## config.mk

```make
export PLATFORM = sky130hd
export DESIGN_NAME = square_matrix_multiply_core
export DESIGN_NICKNAME = d
export VERILOG_FILES = /design/src/rtl/smm_pkg.sv /design/src/rtl/smm_ram.sv /design/src/rtl/smm_ctrl.sv /design/src/rtl/smm_dp.sv /design/src/rtl/square_matrix_multiply_core.sv
export SDC_FILE = /design/constraint.sdc
export NUM_CORES = 2
export LEC_CHECK = 0
export ABC_AREA = 1
export BUFFER_PORTS_ARGS = -buffer_cell sky130_fd_sc_hd__buf_4
export CELL_PAD_IN_SITES_DETAIL_PLACEMENT = 1
export CELL_PAD_IN_SITES_GLOBAL_PLACEMENT = 1
export CORE_ASPECT_RATIO = 1.2
export CORE_MARGIN = 8
export CORE_UTILIZATION = 52
export DETAILED_ROUTE_END_ITERATION = 10
export PLACE_DENSITY = 0.92
export SLEW_MARGIN = 25
export SYNTH_ARGS = -nofsm -noshare
export SYNTH_HDL_FRONTEND = slang
export SYNTH_SLANG_ARGS = --single-unit
```

## constraint.sdc

```tcl
create_clock -name clk_i -period 6.76 [get_ports clk_i]
set_input_delay 1.352 -clock clk_i [delete_from_list [all_inputs] [get_ports clk_i]]
set_output_delay 1.352 -clock clk_i [all_outputs]
set_load 0.005 [all_outputs]
```

## src/rtl/smm_pkg.sv

```systemverilog
package smm_pkg;

  localparam int unsigned IDX_W       = 3;
  localparam int unsigned ELEM_PORT_W = 16;
  localparam int unsigned PROD_W      = 34;

  typedef enum logic {
    OP_LOAD    = 1'b0,
    OP_COMPUTE = 1'b1
  } op_e;

  typedef enum logic {
    MTX_FIRST  = 1'b0,
    MTX_SECOND = 1'b1
  } mtx_e;

  typedef enum logic [1:0] {
    ST_IDLE,
    ST_ISSUE,
    ST_WAIT
  } state_e;

  typedef struct packed {
    logic wr_first;
    logic wr_second;
    logic rd_en;
    logic k_first;
    logic k_last;
    logic entry_last;
  } cmd_t;

  typedef struct packed {
    logic out_taken;
  } status_t;

endpackage

```

## src/rtl/smm_ram.sv

```systemverilog
module smm_ram #(
  parameter int unsigned WIDTH = 16,
  parameter int unsigned DEPTH = 25
) (
  input  logic                     clk_i,
  input  logic                     we_i,
  input  logic [$clog2(DEPTH)-1:0] waddr_i,
  input  logic [WIDTH-1:0]         wdata_i,
  input  logic [$clog2(DEPTH)-1:0] raddr_i,
  output logic [WIDTH-1:0]         rdata_o
);

  logic [WIDTH-1:0] mem [DEPTH];
  logic [WIDTH-1:0] rdata_q;

  always_ff @(posedge clk_i) begin
    if (we_i) begin
      mem[waddr_i] <= wdata_i;
    end
    rdata_q <= mem[raddr_i];
  end

  assign rdata_o = rdata_q;

endmodule

```

## src/rtl/smm_ctrl.sv

```systemverilog
module smm_ctrl #(
  parameter int unsigned DIM = 5
) (
  input  logic                                clk_i,
  input  logic                                rst_ni,
  input  logic                                in_valid_i,
  input  logic                                operation_i,
  input  logic                                which_matrix_i,
  input  logic [smm_pkg::IDX_W-1:0]           row_index_i,
  input  logic [smm_pkg::IDX_W-1:0]           col_index_i,
  input  smm_pkg::status_t                    status_i,
  output logic                                in_stall_o,
  output smm_pkg::cmd_t                       cmd_o,
  output logic [$clog2(DIM)-1:0]              r_o,
  output logic [$clog2(DIM)-1:0]              c_o,
  output logic [$clog2(DIM)-1:0]              k_o
);

  localparam int unsigned IW = $clog2(DIM);
  localparam logic [IW-1:0] LAST_IDX = IW'(DIM - 1);

  smm_pkg::state_e state_q, state_d;
  logic [IW-1:0]   r_q, r_d, c_q, c_d, k_q, k_d;
  logic            idle_beat;
  logic            in_range;
  logic            entry_last;

  assign idle_beat  = in_valid_i && (state_q == smm_pkg::ST_IDLE);
  assign in_range   = (int'(row_index_i) < DIM) && (int'(col_index_i) < DIM);
  assign entry_last = (r_q == LAST_IDX) && (c_q == LAST_IDX);

  always_comb begin
    state_d = state_q;
    r_d     = r_q;
    c_d     = c_q;
    k_d     = k_q;
    unique case (state_q)
      smm_pkg::ST_IDLE: begin
        if (idle_beat && (operation_i == smm_pkg::OP_COMPUTE)) begin
          state_d = smm_pkg::ST_ISSUE;
          r_d     = '0;
          c_d     = '0;
          k_d     = '0;
        end
      end
      smm_pkg::ST_ISSUE: begin
        if (k_q == LAST_IDX) begin
          k_d     = '0;
          state_d = smm_pkg::ST_WAIT;
        end else begin
          k_d = k_q + 1'b1;
        end
      end
      smm_pkg::ST_WAIT: begin
        if (status_i.out_taken) begin
          if (entry_last) begin
            state_d = smm_pkg::ST_IDLE;
          end else begin
            state_d = smm_pkg::ST_ISSUE;
            if (c_q == LAST_IDX) begin
              c_d = '0;
              r_d = r_q + 1'b1;
            end else begin
              c_d = c_q + 1'b1;
            end
          end
        end
      end
      default: state_d = smm_pkg::ST_IDLE;
    endcase
  end

  always_comb begin
    in_stall_o         = (state_q != smm_pkg::ST_IDLE);
    cmd_o.wr_first     = idle_beat && (operation_i == smm_pkg::OP_LOAD) && in_range &&
                         (which_matrix_i == smm_pkg::MTX_FIRST);
    cmd_o.wr_second    = idle_beat && (operation_i == smm_pkg::OP_LOAD) && in_range &&
                         (which_matrix_i == smm_pkg::MTX_SECOND);
    cmd_o.rd_en        = (state_q == smm_pkg::ST_ISSUE);
    cmd_o.k_first      = (k_q == '0);
    cmd_o.k_last       = (k_q == LAST_IDX);
    cmd_o.entry_last   = entry_last;
  end

  always_ff @(posedge clk_i or negedge rst_ni) begin
    if (!rst_ni) begin
      state_q <= smm_pkg::ST_IDLE;
      r_q     <= '0;
      c_q     <= '0;
      k_q     <= '0;
    end else begin
      state_q <= state_d;
      r_q     <= r_d;
      c_q     <= c_d;
      k_q     <= k_d;
    end
  end

  assign r_o = r_q;
  assign c_o = c_q;
  assign k_o = k_q;

endmodule

```

## src/rtl/smm_dp.sv

```systemverilog
module smm_dp #(
  parameter int unsigned DIM        = 5,
  parameter int unsigned ELEM_WIDTH = 16
) (
  input  logic                                    clk_i,
  input  logic                                    rst_ni,
  input  smm_pkg::cmd_t                           cmd_i,
  input  logic [$clog2(DIM)-1:0]                  r_i,
  input  logic [$clog2(DIM)-1:0]                  c_i,
  input  logic [$clog2(DIM)-1:0]                  k_i,
  input  logic [smm_pkg::IDX_W-1:0]               row_index_i,
  input  logic [smm_pkg::IDX_W-1:0]               col_index_i,
  input  logic signed [smm_pkg::ELEM_PORT_W-1:0]  element_value_i,
  input  logic                                    out_stall_i,
  output smm_pkg::status_t                        status_o,
  output logic                                    out_valid_o,
  output logic [smm_pkg::IDX_W-1:0]               out_row_o,
  output logic [smm_pkg::IDX_W-1:0]               out_col_o,
  output logic signed [smm_pkg::PROD_W-1:0]       product_value_o,
  output logic                                    last_entry_o
);

  localparam int unsigned DEPTH = DIM * DIM;
  localparam int unsigned AW    = $clog2(DEPTH);
  localparam int unsigned MW    = 2 * ELEM_WIDTH;
  localparam int unsigned EXT_W = (MW > smm_pkg::PROD_W) ? MW : smm_pkg::PROD_W;

  logic [AW-1:0]                   waddr;
  logic [AW-1:0]                   raddr_first;
  logic [AW-1:0]                   raddr_second;
  logic [ELEM_WIDTH-1:0]           wdata;
  logic [ELEM_WIDTH-1:0]           rdata_first;
  logic [ELEM_WIDTH-1:0]           rdata_second;
  logic signed [ELEM_WIDTH-1:0]    op_a;
  logic signed [ELEM_WIDTH-1:0]    op_b;
  logic signed [MW-1:0]            prod_q;
  logic signed [EXT_W-1:0]         prod_ext;
  logic [smm_pkg::PROD_W-1:0]      prod_trim;
  logic [smm_pkg::PROD_W-1:0]      acc_q, acc_d;
  logic                            s1_valid_q, s1_first_q, s1_last_q;
  logic                            s2_valid_q, s2_first_q, s2_last_q;
  logic                            out_valid_q;
  logic                            out_load;
  logic                            out_taken;

  assign waddr        = AW'(int'(row_index_i) * DIM + int'(col_index_i));
  assign wdata        = ELEM_WIDTH'($unsigned(element_value_i));
  assign raddr_second = AW'(int'(r_i) * DIM + int'(k_i));
  assign raddr_first  = AW'(int'(k_i) * DIM + int'(c_i));

  smm_ram #(
    .WIDTH (ELEM_WIDTH),
    .DEPTH (DEPTH)
  ) u_ram_first (
    .clk_i   (clk_i),
    .we_i    (cmd_i.wr_first),
    .waddr_i (waddr),
    .wdata_i (wdata),
    .raddr_i (raddr_first),
    .rdata_o (rdata_first)
  );

  smm_ram #(
    .WIDTH (ELEM_WIDTH),
    .DEPTH (DEPTH)
  ) u_ram_second (
    .clk_i   (clk_i),
    .we_i    (cmd_i.wr_second),
    .waddr_i (waddr),
    .wdata_i (wdata),
    .raddr_i (raddr_second),
    .rdata_o (rdata_second)
  );

  assign op_a      = $signed(rdata_second);
  assign op_b      = $signed(rdata_first);
  assign prod_ext  = EXT_W'(prod_q);
  assign prod_trim = prod_ext[smm_pkg::PROD_W-1:0];
  assign acc_d     = s2_first_q ? prod_trim : (acc_q + prod_trim);
  assign out_load  = s2_valid_q && s2_last_q;
  assign out_taken = out_valid_q && !out_stall_i;

  always_ff @(posedge clk_i) begin
    prod_q <= op_a * op_b;
    if (s2_valid_q) begin
      acc_q <= acc_d;
    end
    if (out_load) begin
      product_value_o <= $signed(acc_d);
      out_row_o       <= smm_pkg::IDX_W'(r_i);
      out_col_o       <= smm_pkg::IDX_W'(c_i);
      last_entry_o    <= cmd_i.entry_last;
    end
  end

  always_ff @(posedge clk_i or negedge rst_ni) begin
    if (!rst_ni) begin
      s1_valid_q  <= 1'b0;
      s1_first_q  <= 1'b0;
      s1_last_q   <= 1'b0;
      s2_valid_q  <= 1'b0;
      s2_first_q  <= 1'b0;
      s2_last_q   <= 1'b0;
      out_valid_q <= 1'b0;
    end else begin
      s1_valid_q <= cmd_i.rd_en;
      s1_first_q <= cmd_i.k_first;
      s1_last_q  <= cmd_i.k_last;
      s2_valid_q <= s1_valid_q;
      s2_first_q <= s1_first_q;
      s2_last_q  <= s1_last_q;
      if (out_load) begin
        out_valid_q <= 1'b1;
      end else if (out_taken) begin
        out_valid_q <= 1'b0;
      end
    end
  end

  assign status_o.out_taken = out_taken;
  assign out_valid_o        = out_valid_q;

endmodule

```

## src/rtl/square_matrix_multiply_core.sv

```systemverilog
// Channel  Direction  Handshake                 Payload
// in       sink       in_valid_i / in_stall_o   operation, which_matrix, row/col, element
// out      source     out_valid_o / out_stall_i out_row, out_col, product_value, last_entry
//
// A load beat does not stall the input; the block takes the next beat right after it.
// A compute beat stalls the input until the last entry of the product is taken:
// each entry walks DIM reads of the two element RAMs through one multiplier and one
// accumulator, then waits for the read, multiply and output registers.
// An output stall holds the walk until the pending entry is taken.
// rst_ni clears control only; element storage is undefined until loaded.
module square_matrix_multiply_core #(
  parameter int unsigned DIM        = 5,
  parameter int unsigned ELEM_WIDTH = 16
) (
  input  logic                                    clk_i,
  input  logic                                    rst_ni,
  input  logic                                    in_valid_i,
  output logic                                    in_stall_o,
  input  logic                                    operation_i,
  input  logic                                    which_matrix_i,
  input  logic [smm_pkg::IDX_W-1:0]               row_index_i,
  input  logic [smm_pkg::IDX_W-1:0]               col_index_i,
  input  logic signed [smm_pkg::ELEM_PORT_W-1:0]  element_value_i,
  output logic                                    out_valid_o,
  input  logic                                    out_stall_i,
  output logic [smm_pkg::IDX_W-1:0]               out_row_o,
  output logic [smm_pkg::IDX_W-1:0]               out_col_o,
  output logic signed [smm_pkg::PROD_W-1:0]       product_value_o,
  output logic                                    last_entry_o
);

  localparam int unsigned IW = $clog2(DIM);

  smm_pkg::cmd_t    cmd;
  smm_pkg::status_t status;
  logic [IW-1:0]    r_idx, c_idx, k_idx;

  smm_ctrl #(
    .DIM (DIM)
  ) u_ctrl (
    .clk_i          (clk_i),
    .rst_ni         (rst_ni),
    .in_valid_i     (in_valid_i),
    .operation_i    (operation_i),
    .which_matrix_i (which_matrix_i),
    .row_index_i    (row_index_i),
    .col_index_i    (col_index_i),
    .status_i       (status),
    .in_stall_o     (in_stall_o),
    .cmd_o          (cmd),
    .r_o            (r_idx),
    .c_o            (c_idx),
    .k_o            (k_idx)
  );

  smm_dp #(
    .DIM        (DIM),
    .ELEM_WIDTH (ELEM_WIDTH)
  ) u_dp (
    .clk_i           (clk_i),
    .rst_ni          (rst_ni),
    .cmd_i           (cmd),
    .r_i             (r_idx),
    .c_i             (c_idx),
    .k_i             (k_idx),
    .row_index_i     (row_index_i),
    .col_index_i     (col_index_i),
    .element_value_i (element_value_i),
    .out_stall_i     (out_stall_i),
    .status_o        (status),
    .out_valid_o     (out_valid_o),
    .out_row_o       (out_row_o),
    .out_col_o       (out_col_o),
    .product_value_o (product_value_o),
    .last_entry_o    (last_entry_o)
  );

endmodule

```

Yosys cells after proc, flatten, opt, wreduce, memory -nomap -nowiden:

Memory sizes are Yosys's and may differ from the RTL's. A register that Yosys moved wholly into a read port is not among the register bits.
Index checks and enable logic that the tools add are counted.

* memories kept: 2
* output and inout bits: 43
* memory bits (writable): 800
* register bits: 125
* bits of input ports: 28
* logic and storage cells: 88

* multiply operators: 4
* reductions and logical operators: 21
* muxes and demuxes: 23
* bitwise gates (word level): 2
* order comparisons: 2
* equality and inequality tests: 10
* $add $sub $neg: 7

Memory list
* u_dp.u_ram_first.mem: words 25, bits a word 16, rd ports 1, clocked after memory_dff 1, write ports 1, RTL line smm_ram.sv:13 `logic [WIDTH-1:0] mem [DEPTH];`
* u_dp.u_ram_second.mem: words 25, bits a word 16, rd ports 1, clocked after memory_dff 1, write ports 1, RTL line smm_ram.sv:13

Operators with widths (number)
* adder 34 bit: 1
* two-way mux 34 bit: 1
* multiplier 16 x 16 -> 32 bit: 1
* two-way mux 3 bit: 8
* case mux 3 bit (2 select lines): 3
* adder 5 x 3 -> 5 bit: 3
* multiplier 3 x 3 -> 5 bit, second input constant: 3
* logical AND 1 bit: 10
* adder 3 x 1 -> 3 bit, second input constant: 3
* == test 3 bit, second input constant: 3
* inequality test 2 bit, second input constant: 4
* nonzero test 2 bit: 4
* two-way mux 1 bit: 7
* < comparator 3 bit, second input constant: 2
* two-way mux 2 bit: 3
* case mux 2 bit (3 select lines): 1
* AND reduction 5 bit: 1
* AND reduction 4 bit: 1
* logical NOT 3 bit: 1
* AND reduction 3 bit: 1
* == test 2 x 1 -> 1 bit, second input constant: 1
* == test 2 bit, second input constant: 1
* logical NOT 2 bit: 1
* inequality test 2 x 1 -> 1 bit, second input constant: 1
* 3 further kinds: 4

Depth between registers and ports, before layout:

* depth after elaboration: 7
* gate-level depth with buffers: 28

Cells and area by module:

Synthesis repeated with hierarchy kept, for this count alone.

* cell total of the unflattened synthesis: 5247
* area total of the unflattened synthesis: 51873.5 um2

Modules (own cells, without submodules)
* smm_ram: area an instance 17214.0 um2, cells an instance 1551, times used 2
* smm_dp: area an instance 16648.5 um2, cells an instance 2039, times used 1
* smm_ctrl: area an instance 797.0 um2, cells an instance 106, times used 1

Least setup slack after synthesis:

Ideal clock, no wire load.

* path kind: register to register
* from: register u_dp.u_ram_second.rdata_q[15] (netlist: u_dp.u_ram_second.rdata_o[15]), read port of u_dp.u_ram_second.mem
* to: register u_dp.prod_q[26]
* path slack: 1.263 ns
* arrival: 5.425 ns
* cell stages (with the launch flop): 22
* data required time: 6.688 ns
* library setup time: 0.072 ns
* buffers on the path: 1
* path through: dfxtp_1 clkbuf_1 nand2_1 inv_1 fa_1 fa_1 inv_1 fa_1 inv_1 fa_1 fa_1 inv_1 fa_1 inv_1 ha_1 nand2_1 nor2_1 inv_1 nor2_1 nand4_1 nand3_1 xor2_1

* cells in the longest elaborated chain, start to end: 1

Ends and longest elaborated chain
* start, declared: RTL line smm_ram.sv:14 `logic [WIDTH-1:0] rdata_q;`
* multiplier 16 x 16 -> 32 bit: RTL line smm_dp.sv:84 `prod_q <= op_a * op_b;`
* end signal, assigned: RTL line smm_dp.sv:84
* end, declared: RTL line smm_dp.sv:36 `logic signed [MW-1:0] prod_q;`

No other way between the ends.
A chain may end at the register's enable or synchronous reset.

Final worst setup path:

* from: register u_dp.u_ram_second.rdata_q[12] (netlist: u_dp.u_ram_second.rdata_o[12]), read port of u_dp.u_ram_second.mem
* to: register u_dp.prod_q[23]

Same word-level chain as after synthesis.

==> results.cfg <==
[routing]
first_pass_iters = 6
vias_per_cell = 6.438
routed_wl_mm = 174.2
drt_iter0_markers = 4781
ant_nets = 0
routedWlPerCell_um = 29.59
num_vias = 37893
drc_errors = 0

[clocking]
htreeDepth = 3
cts_hold_buf = 0
clock-root-buffer = clkbuf_16
clockBufferDepth = 3
clock_latency_ns = 0.70
cts_buffers = 94
cts_tree = yes
path_clk_slew_ns = 0.07
clkSinkCount = 957

[timing]
hold_viol = 0
finalWorstSetupSlack_ns = 0.08291
max_freq_ghz = 0.1498
rsz0062_at_grt = no
tightest_slew_ns = 1.192
relSlewSlack_pct = 20.44
fin_crit_ns = 6.677
slew_viol_final = 0
skew_ns = 0.03459
fin_tns_setup_ns = 0
hold_slack_ns = 0.3336
finalCritPeriodShare_pct = 98.77
setup_viol = 0

[yosys]
synth_top_area_share_pct = 53.15
synth_edf_count = 875
netlist_top_cells_area = edfxtp_1 (53%), fa_1 (11%), nand2_1 (5.1%)
yosysSeqAreaShare_pct = 56.65
yosys.area.top_type = edfxtp_1
synth_ff_type = edfxtp_1
ys_ff_latch = 957
synth_cell_types = 46
postSynthAreaPerCell_um2 = 10.92
syn_inst = 4526
yosysWarnings = 0
syn_area_um2 = 49440
async_flop_share_pct = 1.881
syn_nets = 4965

[global_routing]
track_usage_pct = 32.28
grt_max_degree = 126
grt_pass1_vias = 40981
grt_pass1_wl_mm = 258.6
grt_overflow = 0
antenna_found_initial = 3

[final_layout]
final_common_cell = edfxtp_1
drive_above_1_share_pct = 7.223
nets = 4981
layout_common_cells = edfxtp_1 (875), nand2_1 (678), nor2_1 (610)
fin_area_um2 = 54270
area_delta_synth_final_pct = 9.774

[setup_path]
endpoint_kind = register
required_ns = 7.33
cp_slowest_cell = dfxtp_1
startpoint_type = register
arrival_ns = 7.25
worst-path-buf-inv = 4
crit_chain = nand2_1 > fa_1 > fa_1 > fa_1 > inv_1 > fa_1 > inv_1 > fa_1 > fa_1 > inv_1 > ha_1 > nand2_1 > inv_1 > nand3_1 > nor2_1 > nand4_1 > nand3_1 > xor2_1
crit_top_cell = fa_1
crit_fanout = 16
criticalPathCategory = register to register
max_stage_delay_ns = 0.80
critPathTopFamily = adder cells

[floorplan]
start_util_pct = 52.15
pin_count = 71
dieArea_um2 = 105200
rows = 124
chipWidth_um = 297.5
core_area_um2 = 94800
dieHeight_um = 353.8

[job]
drv_cap = 0

[status]
run_status = finished clean

[min_path]
hp-class = register to register

[placement]
gp_congestion = 0.9346
port_buffers = 70
dpl.hpwl_mm = 105.7
place_ws_ns = 0.5479
placed_cell_area_um2 = 51060
-- logic make-up (layout without fill, tap and decap cells) --
kind of cell	Yosys count	in the layout	synth area share (%)
AOI/OAI and AO/OA	876	876	9.951
xor gates and xnor gates	45	45	0.8124
adders and majority gates	411	411	14.44
buffers and inverters	781	879	6.499
DFF	957	957	56.65
other	0	2	0
and+or+nand+nor	1456	1456	11.64
-- worst paths after layout --
check                                              start                end  slack (ns)  depth (start not counted)
setup reg to reg           u_dp.u_ram_second.rdata_o[12]    u_dp.prod_q[23]        0.08                         18
hold / removal                           u_dp.s1_valid_q    u_dp.s2_valid_q        0.33                          0
setup / recovery           u_dp.u_ram_second.rdata_o[12]    u_dp.prod_q[23]        0.08                         18
min in group asynchronous                         rst_ni  u_ctrl.state_q[1]        0.52                          1
hold reg to reg                          u_dp.s1_valid_q    u_dp.s2_valid_q        0.33                          0
max in group asynchronous                         rst_ni    u_dp.s1_valid_q        6.01                          1
-- metal layers --
layer | track usage (%) | wire length [um] | up-vias
met5 | 0 | 11 | -
met4 | 21.52 | 13740 | 2
met3 | 6.500 | 16070 | 883
met2 | 55.90 | 86590 | 2903
met1 | 35.96 | 57760 | 18780
li1 | - | - | 15325
-- cell type report --
| class | instances | area (um2) |
|---|---|---|
| diodes | 2 | 5.005 |
| clock buffers | 118 | 2567 |
| clock inverters | 60 | 629.4 |
| fillers | 9809 | 40530 |
| inverters | 550 | 2072 |
| multi-input cells | 2788 | 18260 |
| flip-flops and latches | 957 | 28010 |
| well taps | 1260 | 1577 |
| repair buffers | 151 | 1146 |
-- synth_stat cells, types with 5 or more instances --
master,n
or2_2,11
o22ai_1,102
buf_1,6
a21oi_1,126
edfxtp_1,875
o211ai_1,25
buf_4,18
nand3b_1,7
buf_2,59
a21o_1,6
fa_1,266
clkbuf_1,126
o21ai_0,435
dfxtp_1,64
or2_1,5
xnor2_1,17
nor2_1,610
nand2_1,678
o21ai_1,91
o221ai_1,71
xor2_1,27
inv_1,542
buf_6,18
inv_2,6
nand3_1,106
nor3_1,10
nand4_1,20
dfrtp_1,18
ha_1,145
o21bai_1,9
-- registers in the layout, summed over array words and instances (netlist names) --
register                   cells
u_dp.u_ram_second.rdata_o     16
u_dp.last_entry_o              1
u_dp.s1_first_q                1
u_dp.u_ram_first.mem         400
u_dp.acc_q                    34
u_dp.s1_last_q                 1
u_ctrl.state_q                 2
u_ctrl.k_o                     3
u_dp.out_col_o                 3
u_ctrl.c_o                     3
u_ctrl.r_o                     3
u_dp.u_ram_first.rdata_o      16
u_dp.s2_valid_q                1
u_dp.out_valid_o               1
u_dp.u_ram_second.mem        400
u_dp.prod_q                   32
u_dp.s1_valid_q                1
u_dp.s2_first_q                1
u_dp.product_value_o          34
u_dp.s2_last_q                 1
u_dp.out_row_o                 3
-- per-stage QoR --
stage,cells,util [%]
after floorplan,4526,-
after global placement,5706,53.87
after detailed placement,5706,53.87
after CTS,5884,57.24
after global routing,5884,57.24
final,5886,57.25
-- what timing repair did --
action	CTS	global route
buffers inserted	0	0
endpoints found under the setup margin	0	11
gates resized for setup	0	3
Power is not shown: default switching activity piles up to over one toggle a cycle in this logic, so the estimate is an artifact.
